## src/hdl/smac_pkg.sv

```systemverilog
`timescale 1ns / 1ps
// ----------------------------------------------------------------------------
// smac_pkg: shared definitions for the shadow memory access checker
// Field widths, item codes, default geometry and the command and status
// bundles that pass between the controller and the datapath.
// ----------------------------------------------------------------------------
package smac_pkg;

  localparam int ADDR_W   = 16;
  localparam int SIZE_W   = 16;
  localparam int SHADOW_W = 8;
  localparam int VIOL_W   = 2;

  localparam int ARENA_ADDR_BITS_DEF = 16;
  localparam int GRANULE_SHIFT_DEF   = 3;

  // Item modes.
  localparam logic MODE_SHADOW_WRITE = 1'b0;
  localparam logic MODE_CHECK        = 1'b1;

  // Violation codes.
  localparam logic [VIOL_W-1:0] VIOL_NONE   = 2'd0;
  localparam logic [VIOL_W-1:0] VIOL_WRAP   = 2'd1;
  localparam logic [VIOL_W-1:0] VIOL_POISON = 2'd2;

  typedef struct packed {
    logic clear;   // clearing pass writes one shadow entry
    logic accept;  // an item is taken this cycle
    logic prep;    // range setup and first shadow read
    logic walk;    // one granule examined
  } smac_cmd_t;

  typedef struct packed {
    logic clear_last; // clearing pass is at its last entry
    logic need_walk;  // the offered item is a nonempty check
    logic wrap;       // the held access runs past the arena top
    logic walk_done;  // the walk ends with the current granule
  } smac_status_t;

endpackage

```

## src/hdl/smac_ctrl.sv

```systemverilog
`timescale 1ns / 1ps
// ----------------------------------------------------------------------------
// smac_ctrl: sequencing controller
// Runs the shadow clearing pass after reset, accepts items and steps a
// nonempty check through range setup and the granule walk.
// ----------------------------------------------------------------------------
module smac_ctrl (
  input  logic                  clk,
  input  logic                  rst,
  input  logic                  start,
  input  smac_pkg::smac_status_t status,
  output smac_pkg::smac_cmd_t    cmd,
  output logic                  busy
);

  typedef enum logic [1:0] {
    ST_CLEAR,
    ST_IDLE,
    ST_PREP,
    ST_WALK
  } state_t;

  state_t state;

  always_comb begin
    cmd = '0;
    case (state)
      ST_CLEAR: cmd.clear  = 1'b1;
      ST_IDLE:  cmd.accept = start;
      ST_PREP:  cmd.prep   = 1'b1;
      ST_WALK:  cmd.walk   = 1'b1;
      default:  cmd        = '0;
    endcase
  end

  always_ff @(posedge clk) begin
    if (rst) begin
      state <= ST_CLEAR;
      busy  <= 1'b1;
    end else begin
      case (state)
        ST_CLEAR: begin
          if (status.clear_last) begin
            state <= ST_IDLE;
            busy  <= 1'b0;
          end
        end
        ST_IDLE: begin
          // Shadow writes and empty checks finish in the datapath at once.
          if (start && status.need_walk) begin
            state <= ST_PREP;
            busy  <= 1'b1;
          end
        end
        ST_PREP: begin
          if (status.wrap) begin
            state <= ST_IDLE;
            busy  <= 1'b0;
          end else begin
            state <= ST_WALK;
          end
        end
        ST_WALK: begin
          if (status.walk_done) begin
            state <= ST_IDLE;
            busy  <= 1'b0;
          end
        end
        default: begin
          state <= ST_IDLE;
          busy  <= 1'b0;
        end
      endcase
    end
  end

endmodule

```

## config.mk

```make
export PLATFORM = sky130hd
export DESIGN_NAME = smac_ctrl
export DESIGN_NICKNAME = d
export VERILOG_FILES = /design/src/hdl/smac_pkg.sv /design/src/hdl/smac_ctrl.sv
export SDC_FILE = /design/constraint.sdc
export NUM_CORES = 1
export LEC_CHECK = 0
export BUFFER_PORTS_ARGS = -buffer_cell sky130_fd_sc_hd__clkbuf_2
export CORE_AREA = 2 2 39 41
export DETAILED_ROUTE_END_ITERATION = 6
export DIE_AREA = 0 0 41 43
export PLACE_DENSITY_LB_ADDON = 0.25
export SKIP_CTS_REPAIR_TIMING = 1
export SYNTH_ARGS = -nofsm -noshare
export SYNTH_HDL_FRONTEND = slang
export SYNTH_SLANG_ARGS = --single-unit
```

## constraint.sdc

```tcl
create_clock -name clk -period 2.1 [get_ports clk]
set_clock_uncertainty 0.05 [all_clocks]
set_input_delay 0.315 -clock clk [delete_from_list [all_inputs] [get_ports clk]]
set_output_delay 0.315 -clock clk [all_outputs]
set_load 0.03 [all_outputs]
```

Word level (Yosys, flattened, before mapping)
Cells that the tools add are included.

word-level totals
  register bits after elaboration = 3
  bits in latches = 0
  bits in writable memories = 0
  memory bits (read-only) = 0
  bits of input ports = 7
  output and inout bits = 5
  word-level logic and storage cells = 27
  memories kept = 0

operators by class
  add/subtract/negate cells = 0
  multipliers = 0
  divide/modulo/power cells = 0
  $lt $le $gt $ge = 0
  eq/ne operators = 7
  shifts and indexed selects = 0
  mux-type cells = 14
  bitwise gates (word level) = 0
  reductions and logical operators = 4

operators with widths
  kind                count
  $mux 1              8
  $mux 2              4
  $ne 2x2->1 const B  4
  $pmux 2 s4          1
  $eq 2x2->1 const B  2
  $pmux 1 s4          1
  $reduce_and 4->1    1
  $reduce_and 3->1    1
  $eq 2x1->1 const B  1
  $logic_not 2->1     1
  $logic_and 1x1->1   1

Longest topological paths before layout
Gate-level depths: netlist of run 1.

  depth after elaboration = 3
  gate-level depth with buffers = 5
  depth with buffers taken out = 5

Least setup slack after synthesis of run 1
OpenSTA, ideal clock, no wires.

  kind = flip-flop to flip-flop
  start point = register state[0]
  end point = register busy
  setup time = 120 ps
  data arrival time = 1538 ps
  required time = 1930 ps
  slack = 392 ps
  stages on the path, launching flop included = 6
  buffers on the path = 0
  period minus slack after synthesis = 1708 ps
  cell sequence = dfxtp_1 > inv_1 > ha_1 > a222oi_1 > nand2b_1 > mux2i_1

on the way
  word-level cells in the longest chain between the ends = 3
  elaborated cells on any way between the ends = 10
  classes of those cells = eq/ne (7); mux (1); reduce/logical (2)

ends and longest elaborated chain
  what                                RTL line         source
  start, declared                     smac_ctrl.sv:23  state_t state;
  start signal, assigned              smac_ctrl.sv:38  state <= ST_CLEAR;
  start signal, assigned              smac_ctrl.sv:44  state <= ST_IDLE;
  start signal, assigned              smac_ctrl.sv:51  state <= ST_PREP;
  $eq 2x1->1 (tied with other cells)  smac_ctrl.sv:41  case (state)
  $ne 2x2->1 (no line)                --
  $reduce_and 4->1 (no line)          --
  end signal, assigned                smac_ctrl.sv:39  busy <= 1'b1;
  end signal, assigned                smac_ctrl.sv:45  busy <= 1'b0;
  end signal, assigned                smac_ctrl.sv:52  busy <= 1'b1;
  end, declared                       smac_ctrl.sv:13  output logic busy

Parallel ways exist; a longest one is shown, timed or not.
A chain may end at the register's enable or synchronous reset.

==> results.cfg, run 1 <==
[detailed_routing]
routed_wl_um = 478
drt_iter0_markers = 4
ant_nets = 0
drcViolationCount = 0
num_vias = 212
avgViaCountPerCell = 3.72
drtPass1Iterations = 4
routedWlPerCell_um = 8.39

[power]
leakage_nw = 0.172
power_density_nw_per_um2 = 885
peakVddDrop_uv = 346

[timing]
fin_crit_ns = 1.62
slew_headroom = 0.792
worst_slew_pin_slew_ns = 0.312
setup_viol = 0
rsz0062_at_grt = false
max_freq_ghz = 0.619
fin_setup_tns_ns = 0
fin_hold_ws_ns = 0.243
post-route-period-util = 0.770
final_hold_viol_count = 0
slew_viol_final = 0

[floorplanning]
die_area_um2 = 1760
coreArea_um2 = 1380
die_w_um = 41
placementRows = 14
start_util = 0.157
fp.dieH_um = 43
pin_count = 12

[clock_tree]
h-tree-depth = 1
root_buffer = clkbuf_4
cts_buffers = 3
path_clk_slew_ns = 0.04
numClockSinks = 3
cts_tree = built
clkLatencyLatePin_ns = 0.24
clockBufferDepth = 2

[worst_setup_path]
crit_start = state[1]
cp_slowest_cell = dfxtp_1
path_buf_inv = 2
criticalPathCategory = flop to output port
crit_chain = inv_1, ha_1, and2_1, clkbuf_2
arrival_ns = 1.25
end_kind = output port
required_ns = 1.74
cp_max_fo = 4
cpPeakStageDelay_ns = 0.37
r2r_setup_slack_ns = 0.50
cp_top_family = flip-flops
r2r-start = state[0]
start_kind = flop

[synthesis]
yosysWarnings = 0
netlist_area_um2 = 218
synth_nets = 37
synth_seq_cells = 3
netlist_instances = 25
syn_avg_cell_area_um2 = 8.71
yosysUniqueCellTypes = 13
ys_seq_area_frac = 0.276

[layout]
final_common_cell = clkbuf_2
layout.nets = 54
diodes = 0
area_growth_pct = 50.0
drive_gt1_frac = 0.366
finalCoreUtilization = 0.236
final_cell_mix = clkbuf_2, ha_1, inv_1
fin_cells = 57

[place]
place_congestion = 0.592
io_buffers = 11
dp.cells = 53
dp_hpwl_um = 377

[global_route]
grt-ovfl-total = 0
antenna_found_initial = 0
grt_pass1_wl_um = 752
grtUsageTotal = 0.0682
grt_max_degree = 6
grt_pass1_vias = 198

[flow_run]
drv_cap = 0

[min_path]
worstHoldStart = rst
hold_path.class = primary input to flop

[status]
status = complete, no violations
==> area by class of cell <==
class | count | area, µm²
clock buffer | 4 | 26.3
fill | 159 | 1060
inverter | 4 | 15.0
multi-input combinational | 18 | 143
sequential | 3 | 60.1
tap | 16 | 20.0
timing repair buffer | 12 | 62.6
==> flip-flops by register name, summed over array words and instances (netlist names) <==
name   count
busy       1
state      2
==> kinds of logic (layout without fill, tap and decap cells) <==
kind of cell    count (synthesis)  in the layout  share of synthesized area
flops                           3              3                      0.276
mux                             1              1                     0.0460
buf+inv                         4             20                     0.0689
fa+ha+maj                       5              5                      0.287
compound gates                  4              4                      0.138
simple gates                    8              8                      0.184
==> final timing paths <==
check | endpoint | cells after the start
max | cmd[2] | 4
min | state[0] | 2
max reg2reg | state[0] | 6
min reg2reg | state[1] | 2
==> layer usage <==
metal  part of all wire  GRT usage  vias to the layer above
met5                  0          0                        -
met4                  0     0.0400                        0
met3               0.14     0.0471                        0
met2               0.32     0.0781                       14
met1               0.55     0.0897                       84
li1                   -          -                      114
==> report_power, final <==
part / internal, mW / leakage (nW) / switching, mW
Clock: 0.0714 / 0.0150 / 0.0322
Combinational: 0.0435 / 0.132 / 0.0652
Sequential: 0.0678 / 0.0248 / 0.00903
==> worst reg2reg max path: cells and delay by family (launching register included) <==
family                   cells  cell delay, ns
flip-flops                   1            0.40
adder cells (fa/ha/maj)      1            0.22
AO/OA/AOI/OAI                2            0.54
AND/OR/NAND/NOR              1            0.04
buffers and inverters        2            0.29
==> synthesized netlist by cell type <==
cell type,instances,area (µm²)
nand2_1,1,3.75
nand2b_1,2,12.5
o211ai_1,1,7.51
ha_1,5,62.6
inv_1,4,15.0
nor2_1,3,11.3
nor2b_1,1,6.26
a21oi_1,1,5.00
and2_1,1,6.26
a211oi_1,1,7.51
mux2i_1,1,10.0
dfxtp_1,3,60.1
a222oi_1,1,10.0
==> stage by stage <==
step / setup WS, ns / power, mW / instance area [µm²]
after floorplan: 0.392 / 0.152 / 218
final: 0.483 / 0.289 / 327
after global placement: 0.528 / 0.188 / 300
after CTS: 0.459 / 0.294 / 327
after global routing: 0.372 / 0.312 / 327
after detailed placement: 0.517 / 0.186 / 300
(Power assumes the default switching activity.)
==> inputs of run 2 (changes only) <==
--- a/config.mk
+++ b/config.mk
@@ -5,6 +5,7 @@
 export SDC_FILE = /design/constraint.sdc
 export NUM_CORES = 1
 export LEC_CHECK = 0
+export ABC_AREA = 1
 export BUFFER_PORTS_ARGS = -buffer_cell sky130_fd_sc_hd__clkbuf_2
 export CORE_AREA = 2 2 39 41
 export DETAILED_ROUTE_END_ITERATION = 6
==> constraint.sdc (replaced) <==
create_clock -name clk -period 1.7 [get_ports clk]
set_clock_uncertainty 0.05 [all_clocks]
set_input_delay 0.255 -clock clk [delete_from_list [all_inputs] [get_ports clk]]
set_output_delay 0.255 -clock clk [all_outputs]
set_load 0.03 [all_outputs]
==> run 2 against run 1 <==
- clock power rose by 16%
- worst hold slack worse by 0.030 ns
- cell area grew 15%
- highest routed layer unchanged
==> results.cfg, run 2 <==
[status]
status = complete, no violations

[synthesis]
yosysWarnings = 0
syn_avg_cell_area_um2 = 6.68
synthTopCellsByCount = inv_1, nand2_1, ha_1, nand2_2, nor2_1
yosysUniqueCellTypes = 12
synth_top_area_frac = 0.228
async_flop_share = 0
ys_seq_area_frac = 0.219
netlist_instances = 41
synth_area_leaders = ha_1, dfxtp_1, inv_1
synth_top_cell_by_area = ha_1
synth_seq_cells = 3
netlist_area_um2 = 274
synth_nets = 53
synth_edf_count = 0
ys.flop_type = dfxtp_1

[timing]
fin_crit_ns = 1.49
fin_setup_tns_ns = 0
rsz0062_at_grt = false
setup_viol = 0
post-route-period-util = 0.877
final_hold_viol_count = 0
fin_hold_ws_ns = 0.214
slew_viol_final = 0
worst_slew_pin_slew_ns = 0.171
max_freq_ghz = 0.671
slew_headroom = 0.886

[clock_tree]
root_buffer = clkbuf_4
clkLatencyLatePin_ns = 0.23
path_clk_slew_ns = 0.03
h-tree-depth = 1
clockBufferDepth = 2
cts_tree = built
numClockSinks = 3
cts_buffers = 3

[worst_setup_path]
end_kind = output port
required_ns = 1.39
criticalPathCategory = flop to output port
start_kind = flop
crit_start = state[1]
arrival_ns = 1.19
cp_max_fo = 4
r2r-start = state[0]

[floorplanning]
placementRows = 14
die_w_um = 41
coreArea_um2 = 1380
fp.dieH_um = 43
pin_count = 12
start_util = 0.198
die_area_um2 = 1760

[detailed_routing]
avgViaCountPerCell = 3.68
drcViolationCount = 0
drtPass1Iterations = 2
num_vias = 265
ant_nets = 0
routedWlPerCell_um = 6.90
drt_iter0_markers = 2
routed_wl_um = 497

[layout]
layout.nets = 69
regMostFlops = state
largest_register_ffs = 2
top_regs = state: 2 flops, busy: 1 flops
area_growth_pct = 37.0
drive_gt1_frac = 0.393
final_common_cell = clkbuf_2
final_cell_mix = clkbuf_2, inv_1, nand2_1
diodes = 0

[power]
seq_power_share = 0.196
peakVddDrop_uv = 492
power_density_nw_per_um2 = 1700
total_power_mw = 0.638
p_int_mw = 0.322
pwr-share-clk = 0.189
p_switching_mw = 0.317
p_comb_frac = 0.615
switching_share = 0.496
leakage_nw = 0.233

[place]
io_buffers = 11
place_congestion = 0.671
dp_hpwl_um = 453

[global_route]
grt_pass1_vias = 232
grt_max_degree = 5
grt-ovfl-total = 0
antenna_found_initial = 0
grtUsageTotal = 0.0752
grt_pass1_wl_um = 834

[min_path]
worstHoldStart = rst
hold_path.class = primary input to flop

[flow_run]
drv_cap = 0
==> run 2: kinds of logic (layout without fill, tap and decap cells) <==
logic type	count (synthesis)	count (layout)	synth area share
buf+inv	10	25	0.137
compound gates	3	3	0.0685
simple gates	20	20	0.347
flops	3	3	0.219
fa+ha+maj	5	5	0.228
==> run 2: path summary, 6_finish.rpt <==
path	to	slack (ns)	cells after the start
worst min register to register	busy	0.42	2
worst min-delay path	busy	0.21	3
worst max-delay path	cmd[2]	0.21	5
worst max register to register	state[1]	0.44	8
==> run 2: power groups by stage <==
stage | combinational (mW) | clock, mW | sequential (mW)
detailed placement | 0.400 | 0 | 0.127
floorplan | 0.301 | 0 | 0.143
global placement | 0.402 | 0 | 0.127
CTS | 0.401 | 0.128 | 0.126
finish | 0.393 | 0.121 | 0.125
global route | 0.451 | 0.135 | 0.132
==> run 2: per-layer routing <==
layer / part of all wire / GRT usage / vias to the layer above
li1: - / - / 148
met1: 0.44 / 0.0735 / 111
met2: 0.50 / 0.106 / 6
met3: 0.060 / 0.0314 / 0
met4: 0 / 0.0800 / 0
met5: 0 / 0 / -
==> run 2: final cells by class <==
cell class	count	area, µm²
tap	16	20.0
fill	170	1010
sequential	3	60.1
multi-input combinational	28	176
inverter	10	37.5
clock buffer	4	26.3
timing repair buffer	11	55.1
==> run 2: critical path, stage by stage, from the launching register on <==
cell and delay, ns:
dfxtp_1 0.32, inv_1 0.13, ha_1 0.22, nand2_1 0.06
inv_1 0.05, clkbuf_2 0.19
==> run 2: through the flow <==
step	area (µm²)	setup WS, ns	cells	utilization
finish	375	0.209	72	0.271
global placement	349	0.426	68	0.252
floorplan	274	0.380	41	-
CTS	375	0.188	72	0.271
detailed placement	349	0.429	68	0.252
global route	375	0.105	72	0.271
==> inputs of run 3 (changes only) <==
--- a/config.mk
+++ b/config.mk
@@ -7,9 +7,10 @@
 export LEC_CHECK = 0
 export ABC_AREA = 1
 export BUFFER_PORTS_ARGS = -buffer_cell sky130_fd_sc_hd__clkbuf_2
-export CORE_AREA = 2 2 39 41
+export CORE_AREA = 8 8 45 47
 export DETAILED_ROUTE_END_ITERATION = 6
-export DIE_AREA = 0 0 41 43
+export DIE_AREA = 0 0 53 55
+export GPL_ROUTABILITY_DRIVEN = 1
 export PLACE_DENSITY_LB_ADDON = 0.25
 export SKIP_CTS_REPAIR_TIMING = 1
 export SYNTH_ARGS = -nofsm -noshare
==> run 3 against run 2 <==
- sequential power barely moved
- final cell count unchanged
- worst hold slack lost 0.0034 ns
- clock power barely moved
- routed wire length is 19% higher
- critical path type unchanged
- highest routed layer is now met4
==> results.cfg, run 3 (synthesis results as in run 2) <==
[clock_tree]
h-tree-depth = 1
path_clk_slew_ns = 0.04
clockBufferDepth = 2
cts_buffers = 3
root_buffer = clkbuf_4
numClockSinks = 3
cts_tree = built
clkLatencyLatePin_ns = 0.23

[timing]
max_freq_ghz = 0.672
setup_viol = 0
fin_hold_ws_ns = 0.211
fin_crit_ns = 1.49
final_hold_viol_count = 0
fin_ws_ns = 0.211
post-route-period-util = 0.876
fin_setup_tns_ns = 0
rsz0062_at_grt = false
slew_headroom = 0.884
worst_slew_pin_slew_ns = 0.174
slew_viol_final = 0

[floorplanning]
start_util = 0.198
fp.dieH_um = 55
coreArea_um2 = 1380
die_w_um = 53
die_area_um2 = 2920
placementRows = 14
pin_count = 12

[layout]
stdcell_area_um2 = 375
drive_gt1_frac = 0.393
largest_register_ffs = 2
final_cell_mix = clkbuf_2, inv_1, nand2_1
finalCoreUtilization = 0.271
fin_cells = 72
diodes = 0
layout.nets = 69
top_regs = state: 2 flops, busy: 1 flops
nFillCells = 157
regMostFlops = state
final_common_cell = clkbuf_2
area_growth_pct = 37.0

[worst_setup_path]
criticalPathCategory = flop to output port
cp_slowest_cell = dfxtp_1
end_kind = output port
path_common_cell = inv_1
required_ns = 1.39
r2r_setup_slack_ns = 0.46
ff2ff_path_depth = 8
arrival_ns = 1.18
crit_chain = inv_1, ha_1, nand2_1, inv_1, clkbuf_2
cp_max_fo = 4
crit_start = state[1]
cpPeakStageDelay_ns = 0.32
r2r-start = state[0]
start_kind = flop
critical_path.reg2reg.endpoint = state[1]

[power]
leakage_nw = 0.233
total_power_mw = 0.644
p_comb_frac = 0.618
switching_share = 0.497
pwr-share-clk = 0.188
peakVddDrop_uv = 460
p_int_mw = 0.324
seq_power_share = 0.194
p_switching_mw = 0.320
power_density_nw_per_um2 = 1720

[min_path]
hold_path.class = primary input to flop
min_to = busy
whs_path_depth = 3
worstHoldStart = rst

[flow_run]
drv_cap = 0

[detailed_routing]
wl_met3_um = 64
drt_iter0_markers = 2
wl_met2_um = 289
routedWlPerCell_um = 8.22
drtPass1Iterations = 4
routed_wl_um = 592
ant_nets = 0
num_vias = 263
highest_layer = met4
drcViolationCount = 0
avgViaCountPerCell = 3.65
wirelength_met1_um = 229

[place]
dp_hpwl_um = 536
place_congestion = 0.718
pre_cts_ws_ns = 0.438
io_buffers = 11
dp.cells = 68
placed_cell_area_um2 = 349

[global_route]
grtUsageTotal = 0.0514
grt_pass1_wl_um = 1040
antenna_found_initial = 0
grt_pass1_vias = 256
grt_max_degree = 5
grt-ovfl-total = 0

[status]
status = complete, no violations
## run 3: per-layer routing
| metal | GRT usage | vias up |
|---|---|---|
| met5 | 0 | - |
| li1 | - | 149 |
| met1 | 0.0486 | 106 |
| met4 | 0.0517 | 0 |
| met3 | 0.0267 | 2 |
| met2 | 0.0781 | 6 |
## run 3: power by group through the flow
stage	Combinational (mW)	Clock [mW]	Sequential (mW)
global placement	0.410	0	0.126
finish	0.398	0.121	0.125
CTS	0.409	0.128	0.126
floorplan	0.301	0	0.143
global route	0.456	0.135	0.132
detailed placement	0.408	0	0.127
## run 3: layout make-up
type / instances / area, µm² / area share
clock buffers: 4 / 26.3 / 0.0700
inverters: 10 / 37.5 / 0.100
multi-input cells: 28 / 176 / 0.470
flip-flops and latches: 3 / 60.1 / 0.160
well taps: 16 / 20.0 / 0.0533
repair buffers: 11 / 55.1 / 0.147
## run 3: how the worst max path moves through the flow
stage / end / cells after the start / slack [ns]
after floorplan: state[1] / 8 / 0.38
after global placement: state[1] / 8 / 0.43
after detailed placement: cmd[2] / 5 / 0.44
after CTS: cmd[2] / 5 / 0.19
after global routing: cmd[2] / 5 / 0.08
final: cmd[2] / 5 / 0.21
## run 3: critical path: cells and delay by family, from the launching register on
family	cells	cell delay [ns]
adders and majority gates	1	0.22
and+or+nand+nor	1	0.06
DFF	1	0.32
buffers and inverters	3	0.36
